### config.mk
export PLATFORM = sky130hd
export DESIGN_NAME = cell_address_parser_core_flat
export DESIGN_NICKNAME = d
export VERILOG_FILES = /design/src/cap_pkg.sv /design/src/cap_if.sv /design/src/cap_in_stage.sv /design/src/cap_parse.sv /design/src/cell_address_parser_core.sv /design/src/flat_wrapper.sv
export SDC_FILE = /design/constraint.sdc
export NUM_CORES = 1
export LEC_CHECK = 0
export BUFFER_PORTS_ARGS = -buffer_cell sky130_fd_sc_hd__buf_2
export CAP_MARGIN = 25
export CORE_MARGIN = 3
export CORE_UTILIZATION = 62
export CTS_CLUSTER_SIZE = 16
export DETAILED_ROUTE_END_ITERATION = 12
export PLACE_DENSITY_LB_ADDON = 0.12
export SLEW_MARGIN = 20
export SYNTH_ARGS = -nofsm -noshare
export SYNTH_HDL_FRONTEND = slang
export SYNTH_HIERARCHICAL = 1
export SYNTH_SLANG_ARGS = --single-unit
### constraint.sdc
create_clock -name clk -period 12.8 [get_ports clk]
set_clock_uncertainty 0.05 [all_clocks]
set_input_delay 1.92 -clock clk [delete_from_list [all_inputs] [get_ports clk]]
set_output_delay 1.92 -clock clk [all_outputs]
set_load 0.005 [all_outputs]
### src/cap_pkg.sv
// cap_pkg: shared types and constants for the cell address parser.
// No dependencies; used by every other file in src.
`default_nettype none

package cap_pkg;

    // parse phases
    localparam logic [1:0] PH_LETTERS = 2'd0;
    localparam logic [1:0] PH_DIGITS  = 2'd1;
    localparam logic [1:0] PH_ERROR   = 2'd2;

    // configuration register indexes
    localparam logic [1:0] REG_ROW_LIMIT = 2'd0;
    localparam logic [1:0] REG_COL_LIMIT = 2'd1;

    // field widths
    localparam int CHAR_W = 8;
    localparam int ROW_W  = 21;
    localparam int COL_W  = 15;
    localparam int IDX_W  = 2;

    // character codes and bases
    localparam logic [CHAR_W-1:0] CH_A    = 8'h41;
    localparam logic [CHAR_W-1:0] CH_Z    = 8'h5A;
    localparam logic [CHAR_W-1:0] CH_0    = 8'h30;
    localparam logic [CHAR_W-1:0] CH_9    = 8'h39;
    localparam int                COL_BASE = 26;
    localparam int                ROW_BASE = 10;

    // reset values of the limit registers
    localparam logic [ROW_W-1:0] ROW_LIMIT_RST = 21'd1048576;
    localparam logic [COL_W-1:0] COL_LIMIT_RST = 15'd16384;

    // saturation limits
    localparam logic [ROW_W-1:0] ROW_SAT = {ROW_W{1'b1}};
    localparam logic [COL_W-1:0] COL_SAT = {COL_W{1'b1}};

    // registered input character handed from the input stage to the parser
    typedef struct packed {
        logic              valid;
        logic              last;
        logic [CHAR_W-1:0] code;
    } char_stage_t;

    // address limits handed to the parser
    typedef struct packed {
        logic [ROW_W-1:0] row_limit;
        logic [COL_W-1:0] col_limit;
    } limits_t;

endpackage

`default_nettype wire

### src/cap_if.sv
// cap_char_if / cap_result_if: valid/ready channels of the cell address parser.
// Depends on cap_pkg for field widths.
`default_nettype none

interface cap_char_if;
    logic                      valid;
    logic                      ready;
    logic [cap_pkg::CHAR_W-1:0] char_code;
    logic                      last_char;

    modport source (output valid, output char_code, output last_char, input ready);
    modport sink   (input valid, input char_code, input last_char, output ready);
endinterface

interface cap_result_if;
    logic                      valid;
    logic                      ready;
    logic [cap_pkg::ROW_W-1:0] row_number;
    logic [cap_pkg::COL_W-1:0] column_number;
    logic                      invalid;

    modport source (output valid, output row_number, output column_number,
                    output invalid, input ready);
    modport sink   (input valid, input row_number, input column_number,
                    input invalid, output ready);
endinterface

`default_nettype wire

### src/cap_in_stage.sv
// cap_in_stage: input register for the character channel.
// Depends on cap_pkg and cap_char_if.
`default_nettype none

module cap_in_stage (
    input  wire logic         clk,
    input  wire logic         rst_n,
    cap_char_if.sink          char_stream,
    input  wire logic         advance,
    output cap_pkg::char_stage_t stage
);

    logic                       valid_reg;
    logic                       last_reg;
    logic [cap_pkg::CHAR_W-1:0] code_reg;
    logic                       take;

    // room when empty or when the held transaction moves on this cycle
    assign char_stream.ready = !valid_reg || advance;
    assign take              = char_stream.valid && char_stream.ready;

    // control: occupancy
    always_ff @(posedge clk or negedge rst_n)
    begin
        if (!rst_n)
        begin
            valid_reg <= 1'b0;
        end
        else if (char_stream.ready)
        begin
            valid_reg <= char_stream.valid;
        end
    end

    // payload
    always_ff @(posedge clk)
    begin
        if (take)
        begin
            last_reg <= char_stream.last_char;
            code_reg <= char_stream.char_code;
        end
    end

    assign stage = {valid_reg, last_reg, code_reg};

endmodule

`default_nettype wire

### src/cap_parse.sv
// cap_parse: accumulator state and result register of the cell address parser.
// Depends on cap_pkg and cap_result_if.
`default_nettype none

module cap_parse (
    input  wire logic                 clk,
    input  wire logic                 rst_n,
    input  wire cap_pkg::char_stage_t stage,
    input  wire cap_pkg::limits_t     limits,
    output logic                      advance,
    cap_result_if.source              result
);

    localparam int COL_SUM_W = cap_pkg::COL_W + 6;
    localparam int ROW_SUM_W = cap_pkg::ROW_W + 4;

    logic [1:0]                phase_reg, phase_next;
    logic [cap_pkg::COL_W-1:0] col_reg, col_next;
    logic [cap_pkg::ROW_W-1:0] row_reg, row_next;
    logic                      ovf_reg, ovf_next;

    logic                      out_valid_reg;
    logic [cap_pkg::ROW_W-1:0] out_row_reg;
    logic [cap_pkg::COL_W-1:0] out_col_reg;
    logic                      out_invalid_reg;

    logic                      is_letter;
    logic                      is_digit;
    logic [COL_SUM_W-1:0]      col_sum;
    logic [ROW_SUM_W-1:0]      row_sum;
    logic [cap_pkg::COL_W-1:0] col_sat;
    logic [cap_pkg::ROW_W-1:0] row_sat;
    logic                      col_ovf;
    logic                      row_ovf;
    logic                      fire;
    logic                      emit;
    logic                      bad;

    // a final character needs the result register free
    assign advance = !stage.last || !out_valid_reg || result.ready;
    assign fire    = stage.valid && advance;
    assign emit    = fire && stage.last;

    // character classes
    assign is_letter = (stage.code >= cap_pkg::CH_A) && (stage.code <= cap_pkg::CH_Z);
    assign is_digit  = (stage.code >= cap_pkg::CH_0) && (stage.code <= cap_pkg::CH_9);

    // column: acc * 26 + letter value, saturating
    assign col_sum = {{(COL_SUM_W-cap_pkg::COL_W){1'b0}}, col_reg}
                     * COL_SUM_W'(cap_pkg::COL_BASE)
                     + COL_SUM_W'(stage.code - cap_pkg::CH_A + 8'd1);
    assign col_ovf = col_sum > COL_SUM_W'(cap_pkg::COL_SAT);
    assign col_sat = col_ovf ? cap_pkg::COL_SAT : col_sum[cap_pkg::COL_W-1:0];

    // row: acc * 10 + digit value, saturating
    assign row_sum = {{(ROW_SUM_W-cap_pkg::ROW_W){1'b0}}, row_reg}
                     * ROW_SUM_W'(cap_pkg::ROW_BASE)
                     + ROW_SUM_W'(stage.code - cap_pkg::CH_0);
    assign row_ovf = row_sum > ROW_SUM_W'(cap_pkg::ROW_SAT);
    assign row_sat = row_ovf ? cap_pkg::ROW_SAT : row_sum[cap_pkg::ROW_W-1:0];

    // next parse state for the character in the input register
    always_comb
    begin
        phase_next = phase_reg;
        col_next   = col_reg;
        row_next   = row_reg;
        ovf_next   = ovf_reg;
        unique case (phase_reg)
            cap_pkg::PH_LETTERS:
            begin
                if (is_letter)
                begin
                    col_next = col_sat;
                    ovf_next = ovf_reg || col_ovf;
                end
                else if (is_digit && (col_reg != '0))
                begin
                    phase_next = cap_pkg::PH_DIGITS;
                    row_next   = row_sat;
                    ovf_next   = ovf_reg || row_ovf;
                end
                else
                begin
                    phase_next = cap_pkg::PH_ERROR;
                end
            end
            cap_pkg::PH_DIGITS:
            begin
                if (is_digit)
                begin
                    row_next = row_sat;
                    ovf_next = ovf_reg || row_ovf;
                end
                else
                begin
                    phase_next = cap_pkg::PH_ERROR;
                end
            end
            default:
            begin
                phase_next = cap_pkg::PH_ERROR;
            end
        endcase
    end

    // validity of the finished address
    assign bad = (phase_next != cap_pkg::PH_DIGITS) || ovf_next ||
                 (row_next == '0) || (row_next > limits.row_limit) ||
                 (col_next == '0) || (col_next > limits.col_limit);

    // parse state, cleared after each final character
    always_ff @(posedge clk or negedge rst_n)
    begin
        if (!rst_n)
        begin
            phase_reg <= cap_pkg::PH_LETTERS;
            col_reg   <= '0;
            row_reg   <= '0;
            ovf_reg   <= 1'b0;
        end
        else if (emit)
        begin
            phase_reg <= cap_pkg::PH_LETTERS;
            col_reg   <= '0;
            row_reg   <= '0;
            ovf_reg   <= 1'b0;
        end
        else if (fire)
        begin
            phase_reg <= phase_next;
            col_reg   <= col_next;
            row_reg   <= row_next;
            ovf_reg   <= ovf_next;
        end
    end

    // result register: valid flag
    always_ff @(posedge clk or negedge rst_n)
    begin
        if (!rst_n)
        begin
            out_valid_reg <= 1'b0;
        end
        else if (emit)
        begin
            out_valid_reg <= 1'b1;
        end
        else if (result.ready)
        begin
            out_valid_reg <= 1'b0;
        end
    end

    // result register: payload
    always_ff @(posedge clk)
    begin
        if (emit)
        begin
            out_row_reg     <= bad ? '0 : row_next;
            out_col_reg     <= bad ? '0 : col_next;
            out_invalid_reg <= bad;
        end
    end

    assign result.valid         = out_valid_reg;
    assign result.row_number    = out_row_reg;
    assign result.column_number = out_col_reg;
    assign result.invalid       = out_invalid_reg;

endmodule

`default_nettype wire

### src/cell_address_parser_core.sv
// cell_address_parser_core: top level of the A1 cell address parser.
// Depends on cap_pkg, cap_if, cap_in_stage and cap_parse.
`default_nettype none

// Takes an A1-style address one ASCII character per transaction on
// char_stream, the final character flagged by last_char, and returns one
// transaction on result per address with row, column and an invalid flag
// (row and column read zero when invalid). One character is accepted every
// cycle while the input register can move on; the rate is set by the
// combinational multiply-add that updates the column or row accumulator
// in the parse stage. A result is offered once its final character has
// passed the input register and the parse stage; input keeps flowing while
// a result waits, but a second final character holds in the input register
// until the pending result is taken. The user writes the row limit
// (index 0) and column limit (index 1) via cfg_we/cfg_index/cfg_data only
// while idle, which the block does not enforce; other indexes are ignored.
module cell_address_parser_core (
    input  wire logic                         clk,
    input  wire logic                         rst_n,
    cap_char_if.sink                          char_stream,
    cap_result_if.source                      result,
    input  wire logic                         cfg_we,
    input  wire logic [cap_pkg::IDX_W-1:0]    cfg_index,
    input  wire logic [cap_pkg::ROW_W-1:0]    cfg_data
);

    logic [cap_pkg::ROW_W-1:0] row_limit_reg;
    logic [cap_pkg::COL_W-1:0] col_limit_reg;
    cap_pkg::char_stage_t      stage;
    cap_pkg::limits_t          limits;
    logic                      advance;

    // configuration registers
    always_ff @(posedge clk or negedge rst_n)
    begin
        if (!rst_n)
        begin
            row_limit_reg <= cap_pkg::ROW_LIMIT_RST;
            col_limit_reg <= cap_pkg::COL_LIMIT_RST;
        end
        else if (cfg_we)
        begin
            if (cfg_index == cap_pkg::REG_ROW_LIMIT)
            begin
                row_limit_reg <= cfg_data;
            end
            else if (cfg_index == cap_pkg::REG_COL_LIMIT)
            begin
                col_limit_reg <= cfg_data[cap_pkg::COL_W-1:0];
            end
        end
    end

    assign limits = {row_limit_reg, col_limit_reg};

    // input register
    cap_in_stage u_in_stage (
        .clk         (clk),
        .rst_n       (rst_n),
        .char_stream (char_stream),
        .advance     (advance),
        .stage       (stage)
    );

    // accumulators and result register
    cap_parse u_parse (
        .clk     (clk),
        .rst_n   (rst_n),
        .stage   (stage),
        .limits  (limits),
        .advance (advance),
        .result  (result)
    );

endmodule

`default_nettype wire

### src/flat_wrapper.sv
// flat-port wrapper written by rule: the top's interface ports become plain ports
module cell_address_parser_core_flat 
  (clk, rst_n, cfg_we, cfg_index, cfg_data, char_stream_valid, char_stream_char_code, char_stream_last_char, char_stream_ready, result_valid, result_row_number, result_column_number, result_invalid, result_ready);
  cap_char_if char_stream_i ();
  cap_result_if result_i ();
  input  wire logic clk;
  input  wire logic rst_n;
  input  wire logic cfg_we;
  input  wire logic [cap_pkg::IDX_W-1:0] cfg_index;
  input  wire logic [cap_pkg::ROW_W-1:0] cfg_data;
  input wire logic [$bits(char_stream_i.valid)-1:0] char_stream_valid;
  input wire logic [$bits(char_stream_i.char_code)-1:0] char_stream_char_code;
  input wire logic [$bits(char_stream_i.last_char)-1:0] char_stream_last_char;
  output wire logic [$bits(char_stream_i.ready)-1:0] char_stream_ready;
  output wire logic [$bits(result_i.valid)-1:0] result_valid;
  output wire logic [$bits(result_i.row_number)-1:0] result_row_number;
  output wire logic [$bits(result_i.column_number)-1:0] result_column_number;
  output wire logic [$bits(result_i.invalid)-1:0] result_invalid;
  input wire logic [$bits(result_i.ready)-1:0] result_ready;
  assign char_stream_i.valid = char_stream_valid;
  assign char_stream_i.char_code = char_stream_char_code;
  assign char_stream_i.last_char = char_stream_last_char;
  assign char_stream_ready = char_stream_i.ready;
  assign result_valid = result_i.valid;
  assign result_row_number = result_i.row_number;
  assign result_column_number = result_i.column_number;
  assign result_invalid = result_i.invalid;
  assign result_i.ready = result_ready;
  cell_address_parser_core u_core (.clk(clk), .rst_n(rst_n), .char_stream(char_stream_i), .result(result_i), .cfg_we(cfg_we), .cfg_index(cfg_index), .cfg_data(cfg_data));
endmodule
==> impl_metrics.ini, run 1 <==
[run_status]
outcome = finished clean

[clock_tree]
cts_root_buf = sky130_fd_sc_hd__clkbuf_16
post_cts_resized = 0
cts.clk_slew.worst_paths_ns = 0.07
clock_sinks = 123
tritoncts = built
post_cts_hold_buffer_count = 0
cts_inserted_buffers = 17
clockBufferDepth = 2
worstSkewPairLatency_ns = 0.43
cts_post_setup_buffers_inserted = 0
h-tree-depth = 4

[sta]
achievable-frequency_mhz = 107
tightest_slew_ns = 1.04
setup_slack_ns = 3.49
final_period_minus_worst_setup_slack_ns = 9.31
report.final.setup_viol = 0
final_hold_viol_count = 0
drv_slew = 0
fin_crit_sh_pct = 72.8
fin_tns_setup_ns = 0
relSlewSlack_pct = 30.4
grt_setup_unrepaired = false

[place]
place_hpwl_mm = 22.3
pre_cts_setup_slack_ns = 3.67
buffer_ports.inserted = 75
routabilityCongestion = 0.920

[critical_path]
critPathCaptureType = flip-flop
critical_path.slowest_cell = sky130_fd_sc_hd__a221oi_4
max_stage_delay_ns = 0.71
arrival_time_at_the_worst_endpoint_ns = 9.52
worst_ep_required_time_ns = 13.00
critPathLaunchType = flip-flop
critical_path.max_fanout = 21
critPathKind = reg2reg

[final_layout]
antenna_cells_inserted = 0
finish.net_count = 1528
most_frequent_cells_in_the_layout = sky130_fd_sc_hd__ha_1 (164), sky130_fd_sc_hd__inv_1 (149), sky130_fd_sc_hd__nor2_1 (79)
final-seq-area_um2 = 3310
layout.filler_cells = 1415
mostFrequentLayoutCell = sky130_fd_sc_hd__ha_1
layout-drive-gt1-share_pct = 14.9
multi_input_area_um2 = 7450
area.growth.synth_to_final_pct = 10.0

[floorplanning]
die_area_um2 = 20300
chipWidth_um = 142
top_level_ports = 76
placementRows = 49
core_um2 = 18100
initial_core_util_pct = 63.7
dieHeight_um = 142

[yosys]
synth_edf_count = 46
post_synth_instance_area_um2 = 11500
synth-seq-cells = 123
synth_sequential_area_ratio_pct = 28.7
netlist_instances = 1243
synth.avg_cell_area_um2 = 9.27
synth-async-reset-ratio_pct = 62.6
yosysWarningCount = 6
netlist-cell-type-count = 94
synth_ff_type = sky130_fd_sc_hd__dfrtp_1
synth_fp_nets = 1459

[global_route]
globalRouteOverflowTotal = 0
first_pass_grt_wire_length_mm = 46.9
grt_start_max_net_pins = 78
track_usage_pct = 29.0
grt_antenna_before_repair = 0
via_count_of_the_first_global_routing_pass = 9042

[detailed_routing]
drt_drc_violations_left = 0
average_vias_per_placed_instance = 6.18
vias = 9610
detailedRoute.firstPassIterationCount = 6
wl_per_cell_um = 18.9
drtAntennaViolNets = 0
wirelength_mm = 29.4
drt_first_iter_violations = 877

[job]
timing.max_cap.violations = 0

[hold_path]
worst_hold_path_type = reg2reg

[pwr]
power_per_cell_area_nw_per_um2 = 116
power_leakage_nw = 6.41
ir_drop_v = 0.000106
## final cells by class
type,instances,area share [%]
Inverter,151,4.47
Sequential cell,123,26.1
Clock inverter,15,1.33
Multi-Input combinational cell,935,58.8
Timing Repair Buffer,84,3.73
Tap cell,229,2.26
Clock buffer,17,3.35
## stage by stage
stage	hold slack, ns	instance area [um^2]	util, %	total power [mW]	instances
after floorplan	0.411	11500	-	0.857	1243
after global placement	0.439	12000	66.5	0.974	1519
after detailed placement	0.446	12100	66.6	0.982	1520
after CTS	0.460	12600	69.9	1.46	1552
after global routing	0.479	12700	70.1	1.55	1554
final	0.460	12700	70.1	1.47	1554
## cells by family (layout without fill, tap and decap cells)
family	after synthesis	after routing	share of synthesized area, %
adders and majority gates	179	179	20.4
DFF	123	123	28.7
and+or+nand+nor	319	319	15.1
AOI/OAI and AO/OA	328	328	19.5
xor gates and xnor gates	69	69	5.31
buffers and inverters	185	267	6.73
muxes	40	40	4.19
## worst paths after layout
check | from | end | slack (ns) | cells after the start
max | u_core/u_parse/col_reg[1] | u_core/u_parse/result.column_number[0] | 3.49 | 36
min in group asynchronous | rst_n | u_core/row_limit_reg[13] | 1.36 | 1
min reg2reg | u_core/col_limit_reg[1] | u_core/col_limit_reg[1] | 0.46 | 1
max in group asynchronous | rst_n | u_core/u_parse/row_reg[0] | 10.73 | 2
min | u_core/col_limit_reg[1] | u_core/col_limit_reg[1] | 0.46 | 1
max reg2reg | u_core/u_parse/col_reg[1] | u_core/u_parse/result.column_number[0] | 3.49 | 36
## per-layer routing
| metal | wire, um | GRT usage, % | up-vias |
|---|---|---|---|
| met4 | 858 | 9.75 | 0 |
| met2 | 13300 | 44.7 | 336 |
| met5 | 0 | 0 | - |
| met1 | 13300 | 41.4 | 4599 |
| met3 | 1920 | 5.51 | 59 |
| li1 | - | - | 4616 |
## worst max-delay path: cells and delay by family, from the launching register on
family                   cells  cell delay [ns]
buffers and inverters        4             0.45
AND/OR/NAND/NOR              8             1.79
adder cells (fa/ha/maj)      5             1.81
AO/OA/AOI/OAI               17             4.22
flip-flops                   1             0.49
XOR/XNOR                     2             0.31
## Yosys cell counts, types with 13 or more instances
cell type / count / area [um^2]
sky130_fd_sc_hd__ha_1: 164 / 2050
sky130_fd_sc_hd__inv_1: 149 / 559
sky130_fd_sc_hd__nor2_1: 79 / 297
sky130_fd_sc_hd__a21oi_1: 75 / 375
sky130_fd_sc_hd__dfrtp_1: 75 / 1880
sky130_fd_sc_hd__nand2_1: 68 / 255
sky130_fd_sc_hd__o21ai_0: 52 / 260
sky130_fd_sc_hd__edfxtp_1: 46 / 1380
sky130_fd_sc_hd__xnor2_1: 45 / 394
sky130_fd_sc_hd__a21o_1: 40 / 300
sky130_fd_sc_hd__o22ai_1: 31 / 194
sky130_fd_sc_hd__nor3_1: 26 / 130
sky130_fd_sc_hd__mux2_2: 25 / 282
sky130_fd_sc_hd__nand2b_1: 25 / 156
sky130_fd_sc_hd__xor2_1: 23 / 201
sky130_fd_sc_hd__clkbuf_1: 19 / 71.3
sky130_fd_sc_hd__o21a_1: 19 / 143
sky130_fd_sc_hd__and2_1: 16 / 100
sky130_fd_sc_hd__fa_1: 15 / 300
sky130_fd_sc_hd__nand4_1: 14 / 87.6
sky130_fd_sc_hd__nand3_1: 13 / 65.1
## report_power, final
part           total, mW  leakage (nW)  internal (mW)  switching [mW]
clock network      0.475         0.292          0.262           0.212
logic              0.509          4.70          0.207           0.302
registers          0.481          1.43          0.447          0.0345
No activity file was read; power rests on OpenSTA's default activity.
==> inputs of run 2 (changes only) <==
CORE_UTILIZATION = 57   (was 62)
clock period = 7.88 ns   (was 12.8 ns; I/O delays follow)
==> run 2 against run 1 <==
Compared with the run above: die area grew 8.4%; clock power rose by 59%; via count grew 2.7%; flip-flop and latch count unchanged; final cell count up 6.8%; setup slack worse by 3.2 ns; global-route usage fell by 1.2 points; utilization is 0.36 points lower; final area is 8.1% higher; non-clock buffer count up 70; first-iteration DRC count is 12% lower; critical endpoint is now u_core/u_parse/result.row_number[14].
==> impl_metrics.ini, run 2 (synthesized netlist as in run 1, its figures left out) <==
[run_status]
outcome = finished clean

[clock_tree]
cts.clk_slew.worst_paths_ns = 0.06
cts_root_buf = sky130_fd_sc_hd__clkbuf_16
cts_inserted_buffers = 17
clockBufferDepth = 2
tritoncts = built
worstSkewPairLatency_ns = 0.42
h-tree-depth = 4
clock_sinks = 123

[floorplanning]
dieHeight_um = 148
placementRows = 51
die_area_um2 = 22000
chipWidth_um = 148
core_um2 = 19700
initial_core_util_pct = 58.7
top_level_ports = 76

[sta]
report.final.setup_viol = 0
tightest_slew_ns = 1.00
achievable-frequency_mhz = 132
setup_slack_ns = 0.290
final_period_minus_worst_setup_slack_ns = 7.59
final_hold_viol_count = 0
drv_slew = 0
relSlewSlack_pct = 33.3
timing.hold.ws_ns = 0.455
fin_crit_sh_pct = 96.3

[global_route]
via_count_of_the_first_global_routing_pass = 9477
globalRouteOverflowTotal = 0
track_usage_pct = 27.8
grt_antenna_before_repair = 0
first_pass_grt_wire_length_mm = 49.1
grt_start_max_net_pins = 78

[pwr]
power_per_cell_area_nw_per_um2 = 182
power_leakage_nw = 6.82
ir_drop_v = 0.000150
post-layout-total-power_mw = 2.49

[detailed_routing]
wirelength_mm = 31.2
vias = 9869
wl_per_cell_um = 18.8
average_vias_per_placed_instance = 5.95
drt_first_iter_violations = 770
detailedRoute.firstPassIterationCount = 6
drt_drc_violations_left = 0
drtAntennaViolNets = 0

[critical_path]
arrival_time_at_the_worst_endpoint_ns = 7.79
critPathKind = reg2reg
worst_ep_required_time_ns = 8.08
worst_reg_to_reg_path_cell_count = 36
max_stage_delay_ns = 0.51
critPathLaunchType = flip-flop
critPathCaptureType = flip-flop
critical_path.max_fanout = 7
critical_path.slowest_cell = sky130_fd_sc_hd__fa_1

[place]
pre_cts_setup_slack_ns = -0.113
place_area_um2 = 12400
buffer_ports.inserted = 75
place_hpwl_mm = 23.3
routabilityCongestion = 0.900

[final_layout]
final_area_um2 = 13700
finish.net_count = 1598
layout-drive-gt1-share_pct = 23.8
antenna_cells_inserted = 0
area.growth.synth_to_final_pct = 19.0
most_frequent_cells_in_the_layout = sky130_fd_sc_hd__ha_1 (155), sky130_fd_sc_hd__inv_1 (146), sky130_fd_sc_hd__nor2_1 (76)
mostFrequentLayoutCell = sky130_fd_sc_hd__ha_1

[job]
timing.max_cap.violations = 0

[hold_path]
hold_depth = 1
worst_hold_path_type = reg2reg
-- run 2: what timing repair did --
action / 4_1_cts / 5_1_grt
cloned: 2 / 2
endpoints found under the setup margin: 33 / 37
pin swaps: 3 / 39
buffers inserted: 5 / 19
resized for setup: 8 / 88
hold buffers: 0 / 0
-- run 2: critical path: cells and delay by family, from the launching register on --
| kind | cells | cell delay [ns] |
|---|---|---|
| AOI/OAI and AO/OA | 13 | 2.55 |
| adders and majority gates | 5 | 1.78 |
| buffers and inverters | 10 | 1.16 |
| xor gates and xnor gates | 2 | 0.40 |
| DFF | 1 | 0.38 |
| and+or+nand+nor | 6 | 1.10 |
-- run 2: power breakdown --
group | switching, mW | total [mW] | internal, mW
clock | 0.310 | 0.756 | 0.446
sequential | 0.0512 | 0.777 | 0.726
combinational | 0.545 | 0.962 | 0.417
total | 0.906 | 2.49 | 1.59
-- run 2: layout make-up --
cell class                      count  area [um^2]
Tap cell                          265          332
Clock buffer                       20          478
Clock inverter                     12         96.3
Inverter                          151          567
Timing Repair Buffer              154         1070
Multi-Input combinational cell    935         7860
Sequential cell                   123         3310
Fill cell                        1556         5940
-- run 2: stage by stage --
stage / setup TNS [ns] / utilization (%) / instances
finish: 0 / 69.8 / 1660
global route: -7.47 / 69.8 / 1660
CTS: 0 / 66.5 / 1637
detailed placement: -0.800 / 63.1 / 1598
global placement: 0 / 63.1 / 1598
floorplan: 0 / - / 1243
-- run 2: path summary, 6_finish.rpt --
check                                               start                              endpoint  slack [ns]
max in group asynchronous                           rst_n              u_core/row_limit_reg[20]        6.56
min in group asynchronous                           rst_n              u_core/row_limit_reg[13]        0.62
worst min register to register   u_core/row_limit_reg[15]              u_core/row_limit_reg[15]        0.45
worst max-delay path            u_core/u_parse/col_reg[3]  u_core/u_parse/result.row_number[14]        0.29
worst max register to register  u_core/u_parse/col_reg[3]  u_core/u_parse/result.row_number[14]        0.29
worst min-delay path             u_core/row_limit_reg[15]              u_core/row_limit_reg[15]        0.45
-- run 2: routing by layer --
metal / wire length, um / vias to the layer above / GRT usage [%]
met5: 0 / - / 0
met4: 568 / 0 / 7.16
met3: 2240 / 49 / 5.36
met2: 14600 / 360 / 45.1
met1: 13800 / 4706 / 38.7
li1: - / 4754 / -
